## src/hdl/sfd_pkg.sv

```systemverilog
// Package for the sensor frame deframer: types, codes and constants.
// No dependencies.
package sfd_pkg;

    localparam int CAPTURE_BYTES_DEF = 26;
    localparam int QUEUE_DEPTH       = 4;

    localparam logic [7:0] SYNC_FIRST  = 8'hAA;
    localparam logic [7:0] SYNC_SECOND = 8'h55;

    localparam logic [1:0] ST_GOOD     = 2'd0;
    localparam logic [1:0] ST_CHECKSUM = 2'd1;
    localparam logic [1:0] ST_HEADER   = 2'd2;

    localparam int N_CAP = 8;
    // bumper, wheel drop, cliff, button, distance lo/hi, angle lo/hi
    localparam logic [7:0] CAP_OFS [N_CAP] = '{
        8'd4, 8'd5, 8'd6, 8'd13, 8'd7, 8'd8, 8'd24, 8'd25
    };

    typedef enum logic [2:0] {
        PH_HUNT,
        PH_SECOND,
        PH_LENGTH,
        PH_PAYLOAD,
        PH_CHECK
    } t_phase;

    typedef enum logic {
        CMD_CAPTURE,
        CMD_END
    } t_cmd_kind;

    typedef struct packed {
        t_cmd_kind  kind;
        logic [7:0] idx;
        logic [7:0] data;
        logic [1:0] status;
    } t_cmd;

endpackage

```

## src/hdl/sfd_front.sv

```systemverilog
// Front end: frame parser that tracks phase, count and XOR per beat.
// Emits capture and frame-end commands; depends on sfd_pkg.
module sfd_front #(
    parameter int CAPTURE_BYTES = sfd_pkg::CAPTURE_BYTES_DEF
) (
    input  logic          i_clk,
    input  logic          i_rst_n,
    input  logic          i_accept,
    input  logic [7:0]    i_rx_byte,
    output logic          o_push,
    output sfd_pkg::t_cmd o_cmd
);

    localparam logic [8:0] CAP_TOTAL = 9'(CAPTURE_BYTES);

    sfd_pkg::t_phase r_phase, n_phase;
    logic [7:0] r_idx, n_idx;
    logic [7:0] r_len, n_len;
    logic [7:0] r_xor, n_xor;
    logic [8:0] idx_inc;
    logic [8:0] total;

    assign idx_inc = {1'b0, r_idx} + 9'd1;
    assign total   = ({1'b0, r_len} > CAP_TOTAL) ? {1'b0, r_len} : CAP_TOTAL;

    always_comb begin
        n_phase = r_phase;
        if (i_accept) begin
            case (r_phase)
                sfd_pkg::PH_HUNT: begin
                    if (i_rx_byte == sfd_pkg::SYNC_FIRST) n_phase = sfd_pkg::PH_SECOND;
                end
                sfd_pkg::PH_SECOND: begin
                    n_phase = (i_rx_byte == sfd_pkg::SYNC_SECOND) ?
                              sfd_pkg::PH_LENGTH : sfd_pkg::PH_HUNT;
                end
                sfd_pkg::PH_LENGTH: begin
                    n_phase = sfd_pkg::PH_PAYLOAD;
                end
                sfd_pkg::PH_PAYLOAD: begin
                    if (idx_inc >= total) n_phase = sfd_pkg::PH_CHECK;
                end
                sfd_pkg::PH_CHECK: begin
                    n_phase = sfd_pkg::PH_HUNT;
                end
                default: begin
                    n_phase = sfd_pkg::PH_HUNT;
                end
            endcase
        end
    end

    always_comb begin
        n_idx         = r_idx;
        n_len         = r_len;
        n_xor         = r_xor;
        o_push        = 1'b0;
        o_cmd.kind    = sfd_pkg::CMD_CAPTURE;
        o_cmd.idx     = r_idx;
        o_cmd.data    = i_rx_byte;
        o_cmd.status  = sfd_pkg::ST_GOOD;
        if (i_accept) begin
            case (r_phase)
                sfd_pkg::PH_SECOND: begin
                    if (i_rx_byte != sfd_pkg::SYNC_SECOND) begin
                        o_push       = 1'b1;
                        o_cmd.kind   = sfd_pkg::CMD_END;
                        o_cmd.status = sfd_pkg::ST_HEADER;
                    end
                end
                sfd_pkg::PH_LENGTH: begin
                    n_len = i_rx_byte;
                    n_xor = i_rx_byte;
                    n_idx = '0;
                end
                sfd_pkg::PH_PAYLOAD: begin
                    o_push = 1'b1;
                    n_xor  = r_xor ^ i_rx_byte;
                    n_idx  = idx_inc[7:0];
                end
                sfd_pkg::PH_CHECK: begin
                    o_push       = 1'b1;
                    o_cmd.kind   = sfd_pkg::CMD_END;
                    o_cmd.status = (r_xor == i_rx_byte) ?
                                   sfd_pkg::ST_GOOD : sfd_pkg::ST_CHECKSUM;
                end
                default: begin
                    o_push = 1'b0;
                end
            endcase
        end
    end

    always_ff @(posedge i_clk) begin
        if (!i_rst_n) begin
            r_phase <= sfd_pkg::PH_HUNT;
            r_idx   <= '0;
            r_len   <= '0;
            r_xor   <= '0;
        end else begin
            r_phase <= n_phase;
            r_idx   <= n_idx;
            r_len   <= n_len;
            r_xor   <= n_xor;
        end
    end

endmodule

```

## src/hdl/sfd_queue.sv

```systemverilog
// Short command queue between the parser and the capture/report back end.
// Depends on sfd_pkg.
module sfd_queue (
    input  logic          i_clk,
    input  logic          i_rst_n,
    input  logic          i_push,
    input  sfd_pkg::t_cmd i_cmd,
    output logic          o_full,
    input  logic          i_pop,
    output logic          o_valid,
    output sfd_pkg::t_cmd o_cmd
);

    localparam int DEPTH = sfd_pkg::QUEUE_DEPTH;
    localparam int PW    = $clog2(DEPTH);
    localparam int CW    = $clog2(DEPTH + 1);

    sfd_pkg::t_cmd r_mem [DEPTH];
    logic [PW-1:0] r_wr, r_rd;
    logic [CW-1:0] r_count;
    logic          do_push, do_pop;

    assign o_full  = (r_count == CW'(DEPTH));
    assign o_valid = (r_count != '0);
    assign o_cmd   = r_mem[r_rd];
    assign do_push = i_push && !o_full;
    assign do_pop  = i_pop && o_valid;

    always_ff @(posedge i_clk) begin
        if (do_push) r_mem[r_wr] <= i_cmd;
    end

    always_ff @(posedge i_clk) begin
        if (!i_rst_n) begin
            r_wr    <= '0;
            r_rd    <= '0;
            r_count <= '0;
        end else begin
            if (do_push) r_wr <= (r_wr == PW'(DEPTH - 1)) ? '0 : r_wr + PW'(1);
            if (do_pop)  r_rd <= (r_rd == PW'(DEPTH - 1)) ? '0 : r_rd + PW'(1);
            case ({do_push, do_pop})
                2'b10:   r_count <= r_count + CW'(1);
                2'b01:   r_count <= r_count - CW'(1);
                default: r_count <= r_count;
            endcase
        end
    end

endmodule

```

## src/hdl/sfd_back.sv

```systemverilog
// Back end: captures sensor bytes, latches them on a good frame, reports.
// Depends on sfd_pkg.
module sfd_back (
    input  logic          i_clk,
    input  logic          i_rst_n,
    input  logic          i_cmd_valid,
    input  sfd_pkg::t_cmd i_cmd,
    output logic          o_pop,
    output logic          o_valid,
    input  logic          i_stall,
    output logic [1:0]    o_frame_status,
    output logic [63:0]   o_held
);

    logic [7:0]  r_cap [sfd_pkg::N_CAP];
    logic [63:0] r_held, n_held;
    logic        r_valid;
    logic [1:0]  r_status;
    logic [63:0] r_out;
    logic        slot_free;
    logic        is_end;

    assign slot_free = !r_valid || !i_stall;
    assign is_end    = (i_cmd.kind == sfd_pkg::CMD_END);
    assign o_pop     = i_cmd_valid && (!is_end || slot_free);

    always_comb begin
        n_held = r_held;
        if (o_pop && is_end && i_cmd.status == sfd_pkg::ST_GOOD) begin
            n_held = {r_cap[7], r_cap[6], r_cap[5], r_cap[4],
                      r_cap[3], r_cap[2], r_cap[1], r_cap[0]};
        end
    end

    always_ff @(posedge i_clk) begin
        for (int k = 0; k < sfd_pkg::N_CAP; k++) begin
            if (o_pop && !is_end && i_cmd.idx == sfd_pkg::CAP_OFS[k]) begin
                r_cap[k] <= i_cmd.data;
            end
        end
        if (o_pop && is_end) begin
            r_status <= i_cmd.status;
            r_out    <= n_held;
        end
    end

    always_ff @(posedge i_clk) begin
        if (!i_rst_n) begin
            r_held  <= '0;
            r_valid <= 1'b0;
        end else begin
            r_held <= n_held;
            if (o_pop && is_end) r_valid <= 1'b1;
            else if (!i_stall)   r_valid <= 1'b0;
        end
    end

    assign o_valid        = r_valid;
    assign o_frame_status = r_status;
    assign o_held         = r_out;

endmodule

```

## src/hdl/sensor_frame_deframer.sv

```systemverilog
// Top level of the sensor frame deframer: parser, command queue, back end.
// Depends on sfd_pkg, sfd_front, sfd_queue, sfd_back.
//
//  channel | direction | handshake                    | payload
//  --------+-----------+------------------------------+--------------------------------
//  rx      | in        | i_valid / o_stall            | i_rx_byte
//  result  | out       | o_valid / i_stall            | o_frame_status, sensor fields
//
// One beat per cycle while o_stall is low: the parser updates phase, count and XOR on each accepted beat.
// A result passes through the command queue and then the output register after the beat that ends the frame.
// The 4-entry command queue fills only while the result stall holds a frame end back.
// Reset is synchronous, active low; it clears phase, count, XOR, the internal held word, result valid and queue.
module sensor_frame_deframer #(
    parameter int CAPTURE_BYTES = sfd_pkg::CAPTURE_BYTES_DEF
) (
    input  logic        i_clk,
    input  logic        i_rst_n,
    input  logic        i_valid,
    output logic        o_stall,
    input  logic [7:0]  i_rx_byte,
    output logic        o_valid,
    input  logic        i_stall,
    output logic [1:0]  o_frame_status,
    output logic [7:0]  o_bumper_bits,
    output logic [7:0]  o_wheel_drop_bits,
    output logic [7:0]  o_cliff_bits,
    output logic [7:0]  o_button_bits,
    output logic [15:0] o_distance_ticks,
    output logic [15:0] o_angle_raw
);

    logic          accept;
    logic          push, full, pop, q_valid;
    sfd_pkg::t_cmd push_cmd, q_cmd;
    logic [63:0]   held;

    assign o_stall = full;
    assign accept  = i_valid && !full;

    sfd_front #(
        .CAPTURE_BYTES(CAPTURE_BYTES)
    ) u_front (
        .i_clk     (i_clk),
        .i_rst_n   (i_rst_n),
        .i_accept  (accept),
        .i_rx_byte (i_rx_byte),
        .o_push    (push),
        .o_cmd     (push_cmd)
    );

    sfd_queue u_queue (
        .i_clk   (i_clk),
        .i_rst_n (i_rst_n),
        .i_push  (push),
        .i_cmd   (push_cmd),
        .o_full  (full),
        .i_pop   (pop),
        .o_valid (q_valid),
        .o_cmd   (q_cmd)
    );

    sfd_back u_back (
        .i_clk          (i_clk),
        .i_rst_n        (i_rst_n),
        .i_cmd_valid    (q_valid),
        .i_cmd          (q_cmd),
        .o_pop          (pop),
        .o_valid        (o_valid),
        .i_stall        (i_stall),
        .o_frame_status (o_frame_status),
        .o_held         (held)
    );

    assign o_bumper_bits     = held[7:0];
    assign o_wheel_drop_bits = held[15:8];
    assign o_cliff_bits      = held[23:16];
    assign o_button_bits     = held[31:24];
    assign o_distance_ticks  = held[47:32];
    assign o_angle_raw       = held[63:48];

endmodule

```

## config.mk

```make
export PLATFORM = sky130hd
export DESIGN_NAME = sensor_frame_deframer
export DESIGN_NICKNAME = d
export VERILOG_FILES = /design/src/hdl/sfd_pkg.sv /design/src/hdl/sfd_front.sv /design/src/hdl/sfd_queue.sv /design/src/hdl/sfd_back.sv /design/src/hdl/sensor_frame_deframer.sv
export SDC_FILE = /design/constraint.sdc
export NUM_CORES = 1
export LEC_CHECK = 0
export BUFFER_PORTS_ARGS = -buffer_cell sky130_fd_sc_hd__buf_2
export CORE_MARGIN = 2
export CORE_UTILIZATION = 65
export DETAILED_ROUTE_END_ITERATION = 10
export PLACE_DENSITY = 0.85
export SYNTH_ARGS = -nofsm -noshare
export SYNTH_HDL_FRONTEND = slang
export SYNTH_HIERARCHICAL = 1
export SYNTH_SLANG_ARGS = --single-unit
```

## constraint.sdc

```tcl
create_clock -name i_clk -period 10.5 [get_ports i_clk]
set_input_delay 0 -clock i_clk [delete_from_list [all_inputs] [get_ports i_clk]]
set_output_delay 0 -clock i_clk [all_outputs]
set_load 0.01 [all_outputs]
```

# After elaboration in Yosys (flattened, before gate mapping)
# Memory sizes are Yosys's and may differ from the RTL's. A register that Yosys moved wholly into a read port is not among the register bits.
# Cells that the tools add are included.
# classes
n_mux	63
n_reduce_logical	37
bitwise	1
addsub	5
n_eq_ne	24
order_cmp	2
# op_table
cell	count
2-to-1 mux 64 bit	1
2-to-1 mux 8 bit	8
OR reduction 8 bit	7
== test 8 x 3 -> 1 bit, second input constant	4
one-hot mux 8 bit (2 select lines)	2
2-to-1 mux 1 bit	31
2-to-1 mux 3 bit	9
== test 8 x 4 -> 1 bit, second input constant	2
== test 8 x 5 -> 1 bit, second input constant	2
logical AND 1 bit	15
2-to-1 mux 2 bit	7
one-hot mux 3 bit (4 select lines)	1
adder 8 x 1 -> 9 bit, second input constant	1
greater-or-equal comparator 9 bit	1
== test 8 x 7 -> 1 bit, second input constant	1
== test 8 bit	1
== test 8 bit, second input constant	1
greater-than comparator 8 x 5 -> 1 bit, second input constant	1
!= test 8 x 7 -> 1 bit, second input constant	1
XOR 8 bit	1
== test 2 bit, second input constant	3
== test 3 x 2 -> 1 bit, second input constant	2
== test 3 bit, second input constant	2
!= test 2 x 1 -> 1 bit, second input constant	3
17 further kinds	25
# totals
input_bits	12
register_bits	165
word_cells	145
memories	2
ram_bits	140
# mem_list
name	words	word_bits	read_ports	rd_clocked_by_memory_dff	wr	line	text
u_queue.r_mem	4	19	1	1	1	sfd_queue.sv:18	sfd_pkg::t_cmd r_mem [DEPTH];
u_back.r_cap	8	8	8	0	1	sfd_back.sv:15	logic [7:0] r_cap [sfd_pkg::N_CAP];

# Depth between registers and ports, before layout
# logic_depth
word_depth	16
depth_mapped	14
depth_no_buf	13

# By module
# Netlist, hierarchy kept.
# by_module_without_submodules
mod	area_per_inst_um2	instances	cells_each	seq_area_each_um2
sfd_back	7372.1	1	504	5205.0
sfd_queue	3280.6	1	155	2462.4
sfd_front	1848.0	1	235	540.5
sensor_frame_deframer	13.8	1	1	0.0

# Worst setup path before layout
# OpenSTA, ideal clock, no wires.
# synth_path
path_type	flip-flop to flip-flop
start	register with a tool-made name
end	register u_back.r_status[0], in the netlist u_back/o_frame_status[0] (enable)
t_required_ps	9988
path_slack_ps	5889
synth_period_minus_slack_ps	4611
arrival_ps	4099
setup_time_ps	512
path_stages_with_launch	5
cell_sequence	dfxtp_1 buf_6 mux4_1 nand2_1 a21oi_1
# synth_rtl
element	line	text
end signal, assigned	sfd_back.sv:42	r_status <= i_cmd.status;
end, declared	sfd_back.sv:18	logic [1:0] r_status;

==> summary.md <==
| Metric | Value |
|---|---|
| Outcome | `finished, final reports clean` |
| Synth area leader | `edfxtp_1` |
| Netlist Area Pre-Place | `0.0125 mm2` |
| Area growth, synth to finish | `11.4%` |
| Layout net count | `994` |
| Vias | `7,066` |
| Synth cell count leaders | `edfxtp_1, nand2_1, dfxtp_1` |
| Post-synth net total | `923` |
| Area of the multi-input gates | `0.00393 mm2` |
| Largest vdd supply drop | `115 uV` |
| Sequential element share of the synthesized area | `65.6%` |
| # fillers | `1,142` |
| DRC | `0` |
| Critical Path RT | `10.76 ns` |
| Largest net degree at the start of global routing | `102` |
| CTS Buffer Depth | `3` |
| Setup crit start kind | `flop` |
| CP max stage delay | `0.91 ns` |
| Kind of cell adding the most delay to the critical path | `buffers and inverters` |
| Synthesized instance count | `895` |
| RSZ-0062 raised after global routing | `false` |
| Synth top area share | `49.4%` |
| Endpoints failing hold | `0` |
| Die H | `143 um` |
| Slew @ Worst Pin | `1.31 ns` |
| Clock Skew | `0.0131 ns` |
| #FFs+latches synth | `307` |
| Global router's overall resource usage | `23.1%` |
| EDFF count, synth | `206` |
| Num CTS Buffers | `29` |
| Slew Limit Fails | `0` |
| Initial antenna violation count | `0` |
| Total grt overflow | `0` |
| Cts repair resizes | `0` |
| Period utilization | `38.2%` |
| Worst Path Max Fanout | `68` |
| Most used cell, CP | `buf_4` |
| First-pass GRT wire length | `36.9 mm` |
| Top-count cell post-synth | `edfxtp_1` |
| Vias in the first global route | `7,183` |
| Power Density | `170 mW/mm2` |
| Ys async rst share | `0%` |
| Crit-path slowest cell | `buf_4` |
| CTS Root Cell | `clkbuf_16` |
| Yosys Warn Count | `6` |
| Max-slew headroom | `12.1%` |
| Drt via density | `5.78` |
| HPWL Detailed | `13.7 mm` |
| Reg clk slew, reported paths | `0.06 ns` |
| Crit path buf inv count | `2` |
| Die X | `143 um` |
| Setup-failing EPs final | `0` |
| Postcts setup bufs | `0` |
| Die ar. | `0.0204 mm2` |
| Final Wtd Congestion | `0.788` |
| CP cell instances | `mux4_2 > nor4b_4 > buf_4 > buf_4 > mux2_1` |
| Layout cell share with drive strength beyond 1 | `14.6%` |
| Antenna Cells | `0` |
| Final wirelength | `23.0 mm` |
| Core box area | `0.0188 mm2` |
| I/O pin total | `80` |
| Final setup TNS | `0 ns` |
| Mean post-synth cell area | `14.0 um2` |
| Top post-synthesis cells by area | `edfxtp_1, dfxtp_1, mux2_1` |
| Worst setup EP type | `flop` |
| Highest clock rate | `249 MHz` |
| Clk sink count | `307` |
| Post-DRT Antenna Nets | `0` |
| Number of buffers added on ports | `79` |
| Kind of critical path | `reg -> reg` |
| Final hold slack | `0.0304 ns` |
| Register area | `0.00821 mm2` |
| Arr. time, crit path | `4.28 ns` |
| Minimum clock period | `4.01 ns` |
| Starting Density | `66.7%` |
| CTS tree | `yes` |
| Wire per inst | `18.8 um` |
| Max-cap viol count | `0` |
| Skew-Pair Late Insertion Delay | `0.53 ns` |
| Leak Pwr | `5.24 nW` |
| Distinct cells, synth | `56` |
| Total iterations of the first detailed-routing run | `5` |
| Synth Flop Type | `edfxtp_1` |
| Row Count | `50` |
| Initial DRC count | `622` |
| H-tree depth | `1` |
| Worst hold-check path type | `in -> reg` |
[power by group]
part | switching [W] | internal [W] | leakage, nW | total (W)
Combinational | 0.0000507 | 0.0000263 | 1.98 | 0.0000770
Clock | 0.000409 | 0.000582 | 0.449 | 0.000991
Sequential | 0.00000815 | 0.00130 | 2.81 | 0.00131
[metal layers]
layer,vias up,routed length (um),global-route usage [%]
li1,3372,-,-
met1,3449,9630,30.2
met2,207,11700,40.7
met3,38,1200,3.35
met4,0,467,6.36
met5,-,0,0
[cell type report]
cell class                      count  share of cell area (%)
Sequential cell                   307                    58.9
Tap cell                          234                    2.10
Multi-Input combinational cell    521                    28.2
Clock buffer                       41                    5.82
Clock inverter                     12                   0.736
Timing Repair Buffer               95                    3.90
Inverter                           12                   0.323
[layout by cell type, fill, tap and decap left out, types with 7 or more instances in the layout]
| master | count |
|---|---|
| nand2_1 | 168 |
| mux2i_1 | 68 |
| edfxtp_1 | 206 |
| buf_2 | 78 |
| clkbuf_1 | 8 |
| and2_1 | 11 |
| mux4_2 | 10 |
| clkbuf_16 | 29 |
| nor3_1 | 10 |
| dfxtp_1 | 101 |
| nor2_1 | 13 |
| mux4_1 | 9 |
| xor2_1 | 10 |
| dlygate4sd3_1 | 10 |
| o21ai_0 | 26 |
| mux2_1 | 64 |
| buf_4 | 7 |
| nor2b_1 | 17 |
| nand3_1 | 11 |
| ha_1 | 15 |
| a21oi_1 | 25 |
| inv_1 | 12 |
| a21boi_0 | 12 |
[through the flow]
step	util, %	std cells	cell area (um2)	worst slack (ns)	power [W]
final	74.3	1222	13900	6.49	0.00237
after CTS	74.3	1222	13900	6.50	0.00239
after floorplan	-	895	12500	5.89	0.00138
after global routing	74.3	1222	13900	6.29	0.00245
after global placement	68.9	1159	12900	6.64	0.00140
after detailed placement	68.9	1159	12900	6.53	0.00141
[path summary, 6_finish.rpt]
check | endpoint | cells past startpoint | start | slack, ns
worst min register to register | u_back/r_held[46]$_SDFF_PN0_ | 2 | u_back/r_held[46]$_SDFF_PN0_ | 0.45
worst min-delay path | u_front/r_idx[3]$_SDFFE_PN0P_ | 2 | i_rst_n | 0.03
worst max register to register | u_back/o_held[4]$_DFFE_PP_ | 5 | flop | 6.49
worst max-delay path | u_back/o_held[4]$_DFFE_PP_ | 5 | flop | 6.49
[registers in the layout (all words and copies together) (netlist names), named ones only]
signal                 flops
u_front/r_xor              8
u_queue/r_count            3
u_back/r_cap              64
u_back/r_held             64
u_back/o_valid             1
u_back/o_frame_status      2
u_queue/r_rd               2
u_queue/r_wr               2
u_front/r_phase            3
u_queue/r_mem             76
u_front/r_len              8
u_back/o_held             64
u_front/r_idx              8
[logic make-up (layout without fill, tap and decap cells)]
kind of cell | count (synthesis) | in the layout | share of synthesized area, %
muxes | 152 | 152 | 15.0
adders and majority gates | 16 | 16 | 1.66
buffers and inverters | 67 | 160 | 3.19
DFF | 307 | 307 | 65.6
and+or+nand+nor | 261 | 261 | 9.80
AOI/OAI and AO/OA | 76 | 76 | 3.67
xor gates and xnor gates | 16 | 16 | 1.12
[timing repair]
item                                   in CTS  in global routing
hold buffers                               10                  0
setup endpoints to repair                   0                  0
endpoints found under the hold margin      52                  0
Note: power is estimated with default switching activity, not from simulation.
